`src/hdl/ljab_pkg.sv`:
```
// Shared types, constants and saturating helpers for the LJ pair energy block.
// No dependencies; every other file imports this package.
package ljab_pkg;

  localparam int COORD_FRAC_BITS = 20;
  localparam int INV_FRAC        = 56;
  localparam int R2_SHIFT        = 2 * COORD_FRAC_BITS - 40;
  localparam int R2_RSH          = (R2_SHIFT >= 0) ? R2_SHIFT : 0;
  localparam int R2_LSH          = (R2_SHIFT < 0) ? -R2_SHIFT : 0;
  localparam bit R2_LEFT         = (R2_SHIFT < 0);

  localparam logic [63:0] SMAX       = 64'h7FFF_FFFF_FFFF_FFFF;
  localparam logic [63:0] SMIN       = 64'h8000_0000_0000_0000;
  localparam logic [63:0] ALL_ONES   = 64'hFFFF_FFFF_FFFF_FFFF;
  localparam logic [63:0] INV_FLOOR  = 64'h0000_0001_0000_0000;
  localparam logic [63:0] CUTOFF_RST = 64'h0000_4000_0000_0000;

  localparam logic REG_CUTOFF = 1'b0;
  localparam logic REG_GRAD   = 1'b1;

  typedef struct packed {
    logic [63:0] cutoff_squared;
    logic        gradient_enable;
  } cfg_t;

  typedef struct packed {
    logic [2:0][32:0] ad;
    logic [2:0]       neg;
    logic [63:0]      r2;
    logic             in_range;
    logic             r2_sat;
    logic [31:0]      tra;
    logic [31:0]      pra;
    logic [31:0]      trb;
    logic [31:0]      prb;
    logic             first_pair;
  } pair_t;

  typedef struct packed {
    logic push;
    logic pop;
    logic full;
    logic empty;
  } qctl_t;

  // {sat, value}
  function automatic logic [64:0] sat_add(input logic [63:0] a, input logic [63:0] b);
    logic [64:0] s;
    s = {a[63], a} + {b[63], b};
    if (s[64] != s[63]) begin
      sat_add = {1'b1, s[64] ? SMIN : SMAX};
    end else begin
      sat_add = {1'b0, s[63:0]};
    end
  endfunction

  function automatic logic [64:0] sat_mag(input logic [63:0] mag, input logic neg);
    logic [63:0] m;
    logic        s;
    s = (mag > SMAX);
    m = s ? SMAX : mag;
    sat_mag = {s, neg ? (~m + 64'd1) : m};
  endfunction

endpackage

```
`src/hdl/ljab_queue.sv`:
```
// Two-entry queue between front end and back end.
// Depends on ljab_pkg for the pair entry type.
module ljab_queue (
  input  logic            clk,
  input  logic            rst,
  input  logic            push,
  input  logic            pop,
  input  ljab_pkg::pair_t wdata,
  output ljab_pkg::pair_t rdata,
  output logic            full,
  output logic            empty
);
  import ljab_pkg::*;

  pair_t      mem [2];
  logic       wptr;
  logic       rptr;
  logic [1:0] count;

  assign full  = (count == 2'd2);
  assign empty = (count == 2'd0);
  assign rdata = mem[rptr];

  always_ff @(posedge clk) begin
    if (push) begin
      mem[wptr] <= wdata;
    end
  end

  always_ff @(posedge clk) begin
    if (rst) begin
      wptr  <= 1'b0;
      rptr  <= 1'b0;
      count <= 2'd0;
    end else begin
      if (push) wptr <= ~wptr;
      if (pop) rptr <= ~rptr;
      count <= count + {1'b0, push} - {1'b0, pop};
    end
  end

endmodule

```
`config.mk`:
```
export PLATFORM = sky130hd
export DESIGN_NAME = ljab_queue
export DESIGN_NICKNAME = d
export VERILOG_FILES = /design/src/hdl/ljab_pkg.sv /design/src/hdl/ljab_queue.sv
export SDC_FILE = /design/constraint.sdc
export NUM_CORES = 1
export LEC_CHECK = 0
export BUFFER_PORTS_ARGS = -buffer_cell sky130_fd_sc_hd__buf_4
export CELL_PAD_IN_SITES_DETAIL_PLACEMENT = 0
export CELL_PAD_IN_SITES_GLOBAL_PLACEMENT = 1
export CORE_AREA = 2 2 233 235
export DETAILED_ROUTE_END_ITERATION = 7
export DIE_AREA = 0 0 235 237
export PLACE_DENSITY = 0.88
export SLEW_MARGIN = 10
export SYNTH_ARGS = -nofsm -noshare
export SYNTH_HDL_FRONTEND = slang
export SYNTH_SLANG_ARGS = --single-unit
```
`constraint.sdc`:
```
create_clock -name clk -period 20.5 [get_ports clk]
set_input_delay 4.1 -clock clk [delete_from_list [all_inputs] [get_ports clk]]
set_output_delay 4.1 -clock clk [all_outputs]
set_load 0.03 [all_outputs]
```
==> report_table.html <==
<table>
<tr><th>Metric</th><th>Value</th></tr>
<tr><th colspan="2">Outcome</th></tr>
<tr><td>Outcome</td><td>complete, no violations</td></tr>
<tr><th colspan="2">Placed design</th></tr>
<tr><td>Count of buffers inserted at the top-level ports</td><td>599</td></tr>
<tr><td>Cells after DPL</td><td>2217</td></tr>
<tr><td>Dpl ws</td><td>12980 ps</td></tr>
<tr><td>Gp weighted congestion</td><td>0.856</td></tr>
<tr><td>Detailed placement HPWL</td><td>35100 um</td></tr>
<tr><th colspan="2">STA</th></tr>
<tr><td>Number of endpoints with negative hold slack in the final report</td><td>0</td></tr>
<tr><td>Number of pins with negative max-slew slack in the final report</td><td>0</td></tr>
<tr><td>Final-report setup violation count</td><td>0</td></tr>
<tr><td>Post-route setup slack</td><td>12450 ps</td></tr>
<tr><td>Post-Route Setup TNS</td><td>0 ps</td></tr>
<tr><td>Fin Clk Skew</td><td>25.9 ps</td></tr>
<tr><td>RSZ-0062 raised after global routing</td><td>false</td></tr>
<tr><td>Final worst path period need</td><td>8050 ps</td></tr>
<tr><td>Max-slew headroom</td><td>22.0%</td></tr>
<tr><td>Achievable frequency</td><td>124 MHz</td></tr>
<tr><td>Portion of the clock cycle consumed by the worst path in the final layout</td><td>39.2%</td></tr>
<tr><td>Slew @ Worst Pin</td><td>1170 ps</td></tr>
<tr><th colspan="2">Synthesis</th></tr>
<tr><td>Synthesized area</td><td>22600 sq um</td></tr>
<tr><td>Portion of the post-synthesis area used by sequential elements</td><td>79.4%</td></tr>
<tr><td>Mapped Nets</td><td>1248</td></tr>
<tr><td>Number of storage elements in the synthesis netlist</td><td>599</td></tr>
<tr><td>Cell accounting for the most synthesized area</td><td>edfxtp_1</td></tr>
<tr><td>Average cell area after synthesis</td><td>23.9 sq um</td></tr>
<tr><td>Synth unique cells</td><td>13</td></tr>
<tr><td>Synth top area cells</td><td>edfxtp_1 79%, mux2_4 15%, mux2_2 3.3%</td></tr>
<tr><td>Synth warn</td><td>0</td></tr>
<tr><td>Fraction of synthesized cell area taken by the top area cell type</td><td>78.9%</td></tr>
<tr><td>Count of mapped cells out of synthesis</td><td>945</td></tr>
<tr><th colspan="2">Worst setup path</th></tr>
<tr><td>Startpoint type of the worst setup path</td><td>register</td></tr>
<tr><td>R2R setup slack</td><td>16900 ps</td></tr>
<tr><td>Most frequent CP cell</td><td>buf_4</td></tr>
<tr><td>Endpoint of the most critical setup path</td><td>rdata[260]</td></tr>
<tr><td>Worst Setup Path Type</td><td>register to output port</td></tr>
<tr><td>Max stage delay on crit path</td><td>940 ps</td></tr>
<tr><td>Cell-by-cell trace of the critical path</td><td>buf_4 &gt; buf_4 &gt; mux2_4 &gt; buf_4</td></tr>
<tr><td>Launching point of the worst reg2reg path</td><td>wptr</td></tr>
<tr><td>Crit-path max FO</td><td>57</td></tr>
<tr><td>Data required time at the worst endpoint</td><td>16400 ps</td></tr>
<tr><td>Path depth of the worst reg2reg path</td><td>3</td></tr>
<tr><td>Max stage delay cell, worst path</td><td>dfxtp_4</td></tr>
<tr><td>Worst Path Arrival</td><td>3950 ps</td></tr>
<tr><td>Critical path capture point type</td><td>output port</td></tr>
<tr><td>Reg2Reg Capture Point</td><td>mem[1][81]</td></tr>
<tr><th colspan="2">Route</th></tr>
<tr><td>Via count</td><td>11282</td></tr>
<tr><td>Post-detailed-route wirelength per cell</td><td>21.7 um</td></tr>
<tr><td>Total Routed Length</td><td>50500 um</td></tr>
<tr><td>Detailed-route vias per instance</td><td>4.85</td></tr>
<tr><td>Initial detailed-routing violation count</td><td>613</td></tr>
<tr><td>Antenna violation net count after detailed routing</td><td>0</td></tr>
<tr><td>First-pass iteration count of the detailed router</td><td>4</td></tr>
<tr><td>Number of design rule violations left after detail routing</td><td>0</td></tr>
<tr><th colspan="2">Layout</th></tr>
<tr><td>Non-filler instance count after layout</td><td>2328</td></tr>
<tr><td>Most common cell after layout, fill and taps aside</td><td>buf_4</td></tr>
<tr><td>Number of nets in the final layout</td><td>1885</td></tr>
<tr><td>Commonest non-fill, non-tap cells in the layout</td><td>608 x buf_4, 594 x edfxtp_1, 230 x mux2_4</td></tr>
<tr><td>Fraction of layout cells with a size suffix above 1</td><td>61.2%</td></tr>
<tr><td>Area growth syn-to-layout</td><td>31.2%</td></tr>
<tr><th colspan="2">Clock tree</th></tr>
<tr><td>H-tree levels</td><td>2</td></tr>
<tr><td>Total CTS buffers</td><td>59</td></tr>
<tr><td>Root buffer cell</td><td>clkbuf_16</td></tr>
<tr><td>Clock transition time at the flip-flop clock pins of the worst setup and hold paths</td><td>60 ps</td></tr>
<tr><td>Clock insertion delay at the later pin of the skew report</td><td>620 ps</td></tr>
<tr><td>Clock Path Buffers</td><td>3</td></tr>
<tr><td>Hold bufs inserted after CTS</td><td>0</td></tr>
<tr><td>Resized cells post-CTS</td><td>0</td></tr>
<tr><td>Number of setup buffers added after CTS</td><td>0</td></tr>
<tr><td>CTS sink cnt</td><td>599</td></tr>
<tr><td>Clock tree from TritonCTS</td><td>built</td></tr>
<tr><th colspan="2">GRT</th></tr>
<tr><td>Overflow left after global routing</td><td>0</td></tr>
<tr><td>First-pass GRT wire length</td><td>72300 um</td></tr>
<tr><td>Overall Global Routing Usage</td><td>17.3%</td></tr>
<tr><td>Largest net degree at the start of global routing</td><td>143</td></tr>
<tr><td>Vias in the first global route</td><td>11697</td></tr>
<tr><td>Number of antenna violations at the first check in global routing</td><td>1</td></tr>
<tr><th colspan="2">Pwr</th></tr>
<tr><td>Power consumption</td><td>3.00 mW</td></tr>
<tr><td>Worst voltage drop across the vdd grid</td><td>0.105 mV</td></tr>
<tr><td>Static leakage</td><td>11.5 nW</td></tr>
<tr><td>Power density normalized to cell area</td><td>101 nW/um^2</td></tr>
<tr><th colspan="2">Die</th></tr>
<tr><td>Count of boundary I/O pins</td><td>600</td></tr>
<tr><td>Number of placement rows</td><td>85</td></tr>
<tr><td>Overall die area</td><td>55700 sq um</td></tr>
<tr><td>Die Span Y</td><td>237 um</td></tr>
<tr><td>Floorplan die width</td><td>235 um</td></tr>
<tr><td>Core region area</td><td>53300 sq um</td></tr>
<tr><td>Initial cell density of the core</td><td>42.4%</td></tr>
<tr><th colspan="2">Worst hold path</th></tr>
<tr><td>Worst hold-check path type</td><td>register to register</td></tr>
<tr><th colspan="2">Job</th></tr>
<tr><td>Total of max-cap violations</td><td>0</td></tr>
</table>
[worst max-delay path, delay by kind of cell, from the launching register on]
| family | cells | cell delay [ps] |
|---|---|---|
| buffers and inverters | 3 | 1850 |
| DFF | 1 | 940 |
| muxes | 1 | 360 |
[power by group]
group | leakage, nW | total (mW) | switching, mW | internal, mW
Clock | 0.929 | 1.06 | 0.446 | 0.609
Sequential | 5.62 | 1.46 | 0.0239 | 1.43
Combinational | 4.97 | 0.490 | 0.272 | 0.218
Total | 11.5 | 3.00 | 0.743 | 2.26
[cells in the mapped netlist]
library cell,count
xnor2_1,2
dfxtp_1,5
ha_1,2
xnor3_1,1
mux2_2,67
buf_6,27
and2_1,1
edfxtp_1,594
nor2b_1,3
mux2_4,230
buf_2,6
nor2_1,5
inv_1,2
[per-stage QoR]
step | utilization, % | instance area [sq um] | hold WS, ps
finish | 55.6 | 29600 | 524
global route | 55.6 | 29600 | 555
CTS | 55.6 | 29600 | 537
detailed placement | 52.0 | 27700 | 514
global placement | 52.0 | 27700 | 496
floorplan | - | 22600 | 480
[kinds of logic after synthesis]
group,Yosys count,share of synthesized area (%)
DFF,599,79.4
muxes,297,18.6
buffers and inverters,35,1.51
and+or+nand+nor,9,0.194
xor gates and xnor gates,3,0.177
adders and majority gates,2,0.111
[sequential cells by signal (all words and copies together), names as in the netlist, named ones only]
signal,cells
mem,594
count,2
rptr,1
wptr,1
[layout make-up]
type / count / area [sq um]
antenna: 2 / 5.00
sequential: 599 / 17900
clock buffer: 65 / 1520
timing repair buffer: 609 / 4580
tap: 696 / 871
multi-input combinational: 311 / 4330
inverter: 2 / 7.51
fill: 3926 / 23600
clock inverter: 44 / 394
[worst min path at each step]
stage	from	end	slack [ps]	depth (start not counted)
floorplan	rptr	register	480	2
global placement	rptr	rptr	500	2
detailed placement	rptr	register	510	2
CTS	rptr	rptr	540	2
global route	rptr	rptr	560	2
finish	rptr	rptr	520	2
[layer usage]
layer | part of all wire (%) | track usage [%]
met1 | 38 | 20.5
met2 | 51 | 29.8
met3 | 7.4 | 5.06
met4 | 3.2 | 6.21
met5 | 0 | 0
(Power assumes the default switching activity.)
