==> src/hdl/ljab_pkg.sv <==
// Shared types, constants and saturating helpers for the LJ pair energy block.
// No dependencies; every other file imports this package.
package ljab_pkg;

  localparam int COORD_FRAC_BITS = 20;
  localparam int INV_FRAC        = 56;
  localparam int R2_SHIFT        = 2 * COORD_FRAC_BITS - 40;
  localparam int R2_RSH          = (R2_SHIFT >= 0) ? R2_SHIFT : 0;
  localparam int R2_LSH          = (R2_SHIFT < 0) ? -R2_SHIFT : 0;
  localparam bit R2_LEFT         = (R2_SHIFT < 0);

  localparam logic [63:0] SMAX       = 64'h7FFF_FFFF_FFFF_FFFF;
  localparam logic [63:0] SMIN       = 64'h8000_0000_0000_0000;
  localparam logic [63:0] ALL_ONES   = 64'hFFFF_FFFF_FFFF_FFFF;
  localparam logic [63:0] INV_FLOOR  = 64'h0000_0001_0000_0000;
  localparam logic [63:0] CUTOFF_RST = 64'h0000_4000_0000_0000;

  localparam logic REG_CUTOFF = 1'b0;
  localparam logic REG_GRAD   = 1'b1;

  typedef struct packed {
    logic [63:0] cutoff_squared;
    logic        gradient_enable;
  } cfg_t;

  typedef struct packed {
    logic [2:0][32:0] ad;
    logic [2:0]       neg;
    logic [63:0]      r2;
    logic             in_range;
    logic             r2_sat;
    logic [31:0]      tra;
    logic [31:0]      pra;
    logic [31:0]      trb;
    logic [31:0]      prb;
    logic             first_pair;
  } pair_t;

  typedef struct packed {
    logic push;
    logic pop;
    logic full;
    logic empty;
  } qctl_t;

  // {sat, value}
  function automatic logic [64:0] sat_add(input logic [63:0] a, input logic [63:0] b);
    logic [64:0] s;
    s = {a[63], a} + {b[63], b};
    if (s[64] != s[63]) begin
      sat_add = {1'b1, s[64] ? SMIN : SMAX};
    end else begin
      sat_add = {1'b0, s[63:0]};
    end
  endfunction

  function automatic logic [64:0] sat_mag(input logic [63:0] mag, input logic neg);
    logic [63:0] m;
    logic        s;
    s = (mag > SMAX);
    m = s ? SMAX : mag;
    sat_mag = {s, neg ? (~m + 64'd1) : m};
  endfunction

endpackage

==> src/hdl/ljab_front.sv <==
// Front end: accepts pair beats, forms displacements and squared distance, classifies range.
// Depends on ljab_pkg; feeds ljab_queue.
module ljab_front (
  input  logic                clk,
  input  logic                rst,
  input  logic                in_valid,
  output logic                in_ready,
  input  logic [31:0]         template_x,
  input  logic [31:0]         template_y,
  input  logic [31:0]         template_z,
  input  logic [31:0]         pore_x,
  input  logic [31:0]         pore_y,
  input  logic [31:0]         pore_z,
  input  logic [31:0]         template_root_a,
  input  logic [31:0]         pore_root_a,
  input  logic [31:0]         template_root_b,
  input  logic [31:0]         pore_root_b,
  input  logic                first_pair,
  input  ljab_pkg::cfg_t      cfg,
  input  logic                q_full,
  output logic                q_push,
  output ljab_pkg::pair_t     q_data
);
  import ljab_pkg::*;

  typedef enum logic [2:0] {
    F_IDLE = 3'b001,
    F_SQ   = 3'b010,
    F_PUSH = 3'b100
  } fstate_t;

  fstate_t     state, state_next;
  pair_t       ent;
  logic [1:0]  step;
  logic [67:0] acc;
  logic [2:0][32:0] d;
  logic [65:0] sq;
  logic [67:0] r_sh;
  logic [95:0] l_sh;
  logic [63:0] r2;
  logic        r2_sat;

  assign in_ready = (state == F_IDLE);

  always_comb begin
    d[0] = {template_x[31], template_x} - {pore_x[31], pore_x};
    d[1] = {template_y[31], template_y} - {pore_y[31], pore_y};
    d[2] = {template_z[31], template_z} - {pore_z[31], pore_z};
  end

  assign sq   = ent.ad[step] * ent.ad[step];
  assign r_sh = acc >> R2_RSH;
  assign l_sh = {28'd0, acc} << R2_LSH;

  always_comb begin
    if (R2_LEFT) begin
      r2_sat = |l_sh[95:64];
      r2     = r2_sat ? ALL_ONES : l_sh[63:0];
    end else begin
      r2_sat = |r_sh[67:64];
      r2     = r2_sat ? ALL_ONES : r_sh[63:0];
    end
  end

  always_comb begin
    q_data          = ent;
    q_data.r2       = r2;
    q_data.r2_sat   = r2_sat;
    q_data.in_range = (r2 <= cfg.cutoff_squared);
  end

  assign q_push = (state == F_PUSH) && !q_full;

  always_comb begin
    state_next = state;
    unique case (state)
      F_IDLE: if (in_valid) state_next = F_SQ;
      F_SQ:   if (step == 2'd2) state_next = F_PUSH;
      F_PUSH: if (!q_full) state_next = F_IDLE;
      default: state_next = F_IDLE;
    endcase
  end

  always_ff @(posedge clk) begin
    if (rst) begin
      state <= F_IDLE;
    end else begin
      state <= state_next;
    end
  end

  always_ff @(posedge clk) begin
    if (state == F_IDLE && in_valid) begin
      for (int i = 0; i < 3; i++) begin
        ent.neg[i] <= d[i][32];
        ent.ad[i]  <= d[i][32] ? (~d[i] + 33'd1) : d[i];
      end
      ent.tra        <= template_root_a;
      ent.pra        <= pore_root_a;
      ent.trb        <= template_root_b;
      ent.prb        <= pore_root_b;
      ent.first_pair <= first_pair;
      ent.r2         <= '0;
      ent.in_range   <= 1'b0;
      ent.r2_sat     <= 1'b0;
      acc            <= '0;
      step           <= 2'd0;
    end else if (state == F_SQ) begin
      acc  <= acc + {2'd0, sq};
      step <= step + 2'd1;
    end
  end

endmodule

==> config.mk <==
export PLATFORM = sky130hd
export DESIGN_NAME = ljab_front
export DESIGN_NICKNAME = d
export VERILOG_FILES = /design/src/hdl/ljab_pkg.sv /design/src/hdl/ljab_front.sv
export SDC_FILE = /design/constraint.sdc
export NUM_CORES = 2
export LEC_CHECK = 0
export BUFFER_PORTS_ARGS = -buffer_cell sky130_fd_sc_hd__buf_2
export CAP_MARGIN = 20
export CORE_MARGIN = 2
export CORE_UTILIZATION = 60
export DETAILED_ROUTE_END_ITERATION = 10
export GPL_ROUTABILITY_DRIVEN = 1
export PLACE_DENSITY = 0.83
export SLEW_MARGIN = 10
export SYNTH_ARGS = -nofsm -noshare
export SYNTH_HDL_FRONTEND = slang
export SYNTH_SLANG_ARGS = --single-unit
==> constraint.sdc <==
create_clock -name clk -period 16.55 [get_ports clk]
set_input_delay 0.8275 -clock clk [delete_from_list [all_inputs] [get_ports clk]]
set_output_delay 0.8275 -clock clk [all_outputs]
set_load 0.02 [all_outputs]
==> impl_results.md <==
* Core Area at 85500 um^2
* Min-delay worst type: input port to flip-flop
* Reg2reg start: step[0]$_SDFFE_PP0P_
* Die area at between 80000 and 90000 um^2
* CP max stage delay at 1.04 ns
* Drc violations at 0
* Die Span Y at 298 um
* Synth Instances at roughly 5700
* Critical Path AT at 11.92 ns
* Fin crit share at 69.0%
* Final antenna-violating net count at 0
* Area growth from synthesis to layout at 11.4%
* Wirelength per Cell at between 20 and 25 um
* # rows at ~110
* Vias at around 43000
* Post-cts resize count at 0
* Critical path fanouts, max at 39
* Hold Startpoint: pore_root_b[5]
* Die X at about 300 um
* Clk sinks at around 300
* Yosys reg bits at between 300 and 400
* Setup TNS at 0 ns
* # setup viols final at 0
* Syn avg cell area at ~9 um^2
* H-tree depth at 2
* Max layer used: met5
* CTS hold repair buffers at 0
* Layout Utilization at between 60% and 70%
* Via count of the first global-routing pass at between 40000 and 50000
* Sequential-to-total area share from yosys stat at between 15 and 20%
* Ys Warns at 0
* Max-slew violations at 0
* Cell variety after synth at 91
* Filler cells at roughly 6800
* Clock tree buffer depth at 3
* Setup Crit Path Kind: flip-flop to flip-flop
* CTS tree: built
* Clk pin slew, worst setup/hold paths at around 0.060 ns
* Io pins at around 690
* Pin count of the biggest net entering global routing at 86
* Final hold violation count at 0
* Status: completed
* Clock root cell: clkbuf_16
* CTS buffer count at 36
* Slowest stage cell on the critical path: dfxtp_2
* Post-Syn Nets at between 7000 and 8000
* Worst clock skew at roughly 0.038 ns
* Worst slew pin tran at 1.18 ns
* Gpl congestion at roughly 0.99
* Async set-or-reset flop fraction in the synthesized netlist at 0%
* Hold path depth at 1
* Port Buffers at 687
* Final wirelength at roughly 170000 um
* Fmax achieved at between 80 and 90 MHz
* Top FF cell, synth: edfxtp_1
* Gr usage total at roughly 38%
* Cell Area, Synth at ~52000 um^2
* Starting Density at between 60% and 70%
* Postcts setup bufs at 0
* Nature of the critical path endpoint: flip-flop
* Post-DP HPWL at ~140000 um
* Critical Path Most Common Cell: fa_1
* GRT overflow at 0
* Crit path required time at about 17 ns
* MaxCap Viol Count at 0
* CP top delay family: adder cells
* Hold path endpoint: q_data[6]$_DFFE_PP_
* Post-synth EDFFs at between 200 and 250
* Reg2Reg Capture Point: acc[65]$_SDFFE_PP0P_
* Antenna violations before repair at 24
* Met3 WL at 18500 um
* RSZ-0062 raised after global routing: no
* Final net count at roughly 8000
* First-pass GRT wire length at approximately 260000 um
* Detailed-routed wire length on met2 at 79000 um
* Critical path buffers and inverters at 6
* Vias per std cell at 5.75
* Routed length on met1 at 58200 um
* Worst-Skew Late Latency at 0.60 ns
* Relative slew slack at about a fifth
* Initial DRC Count at 3847
* Reg2reg path depth at 27
* Pre-antenna DRT Iters at 6
* R2R Setup Slk at between 5 and 6 ns
* Crit start category: flip-flop
* Layout cells sized above 1 at about 14%
* Min Tclk post-route at between 10 and 15 ns
## worst max-delay path by stage
stage,startpoint,endpoint,cells after the start,slack (ns)
after global routing,step[0]$_SDFFE_PP0P_,acc[65]$_SDFFE_PP0P_,32,4.74
after detailed placement,step[0]$_SDFFE_PP0P_,acc[65]$_SDFFE_PP0P_,27,5.46
final,step[0]$_SDFFE_PP0P_,acc[65]$_SDFFE_PP0P_,27,5.12
after global placement,step[0]$_SDFFE_PP0P_,acc[65]$_SDFFE_PP0P_,27,5.65
after floorplan,step[0]$_SDFFE_PP0P_,acc[63]$_SDFFE_PP0P_,33,7.36
after CTS,step[0]$_SDFFE_PP0P_,acc[65]$_SDFFE_PP0P_,27,5.38
## final cells by class
| cell class | count | area (um^2) | share of cell area, % |
|---|---|---|---|
| Inverter | 1411 | 5300 | 9.15 |
| Antenna cell | 12 | 30.0 | 0.0519 |
| Tap cell | 1144 | 1430 | 2.47 |
| Clock inverter | 14 | 143 | 0.246 |
| Timing Repair Buffer | 748 | 3900 | 6.73 |
| Clock buffer | 50 | 1020 | 1.77 |
| Multi-Input combinational cell | 3789 | 37700 | 65.1 |
| Sequential cell | 304 | 8400 | 14.5 |
## synthesized netlist by cell type (all sizes together) (19+ instances only)
cell type / n / area share (%)
nand4: 51 / 0.61
a211oi: 34 / 0.49
a31oi: 34 / 0.44
nor3: 41 / 0.40
fa: 926 / 36
a21oi: 268 / 2.6
a21o: 148 / 2.1
nor2b: 26 / 0.31
nor2: 416 / 3.0
and2: 24 / 0.29
nand2b: 61 / 0.73
o21ai: 130 / 1.3
edfxtp: 231 / 13
and3: 25 / 0.30
ha: 427 / 10
clkbuf: 154 / 1.1
xor2: 71 / 1.2
nand3: 51 / 0.49
o21a: 29 / 0.42
nand2: 578 / 4.2
o31ai: 23 / 0.33
nor4: 19 / 0.28
inv: 1403 / 10
mux2i: 39 / 0.75
dfxtp: 73 / 2.8
buf: 23 / 0.21
xnor2: 148 / 2.5
## metal layers
layer	vias up	GRT usage [%]
met5	-	0
met4	16	22.1
met3	722	10.9
met2	2323	62.1
met1	20900	44.6
li1	19000	-
## flip-flops by register name, indices dropped and copies added, names as in the netlist
name and cells:
acc 68, step 2, q_data 231, state 3
## worst register-to-register path, cell delays in order (launching register included)
cell and delay, ns:
dfxtp_2 1.04, nor2b_4 0.43, a21oi_2 0.25, buf_4 0.41, clkinv_1 0.95, nand2_1 0.48
fa_1 0.49, fa_1 0.55, inv_1 0.05, fa_1 0.51, inv_1 0.06, fa_1 0.53
inv_1 0.05, fa_1 0.49, fa_1 0.42, fa_1 0.51, fa_1 0.42, ha_1 0.46
nand4_1 0.18, nor4_1 0.60, inv_1 0.08, a2111oi_0 0.80, o2111ai_1 0.36, a21oi_1 0.42
o211ai_1 0.21, a21oi_1 0.27, nor3_1 0.09, o31ai_1 0.21
## per-stage QoR
stage / instances / setup WS, ns / hold WS (ns) / instance area [um^2]
floorplan: 5681 / 7.36 / 0.425 / 52000
global route: 7464 / 4.74 / 0.406 / 57900
detailed placement: 7396 / 5.46 / 0.444 / 56700
global placement: 7396 / 5.65 / 0.435 / 56700
finish: 7472 / 5.12 / 0.423 / 57900
CTS: 7460 / 5.38 / 0.405 / 57900
## cell usage in the layout (no fill, tap or decap), types with 147 or more instances in the layout
| cell | synthesis | routed |
|---|---|---|
| a21oi_1 | 266 | 255 |
| nor2_1 | 416 | 414 |
| nand2_1 | 578 | 578 |
| a21o_1 | 148 | 148 |
| xnor2_1 | 147 | 147 |
| buf_2 | 8 | 687 |
| ha_1 | 427 | 427 |
| fa_1 | 926 | 926 |
| inv_1 | 1400 | 1400 |
| edfxtp_1 | 231 | 231 |
## kinds of logic after synthesis
group / Yosys count / synth area share [%]
buffers and inverters: 1588 / 11.5
and+or+nand+nor: 1345 / 11.4
AOI/OAI and AO/OA: 833 / 10.5
DFF: 304 / 16.2
adders and majority gates: 1353 / 45.9
muxes: 39 / 0.751
xor gates and xnor gates: 219 / 3.70
Power is not shown: default switching activity piles up to over one toggle a cycle in this logic, so the estimate is an artifact.
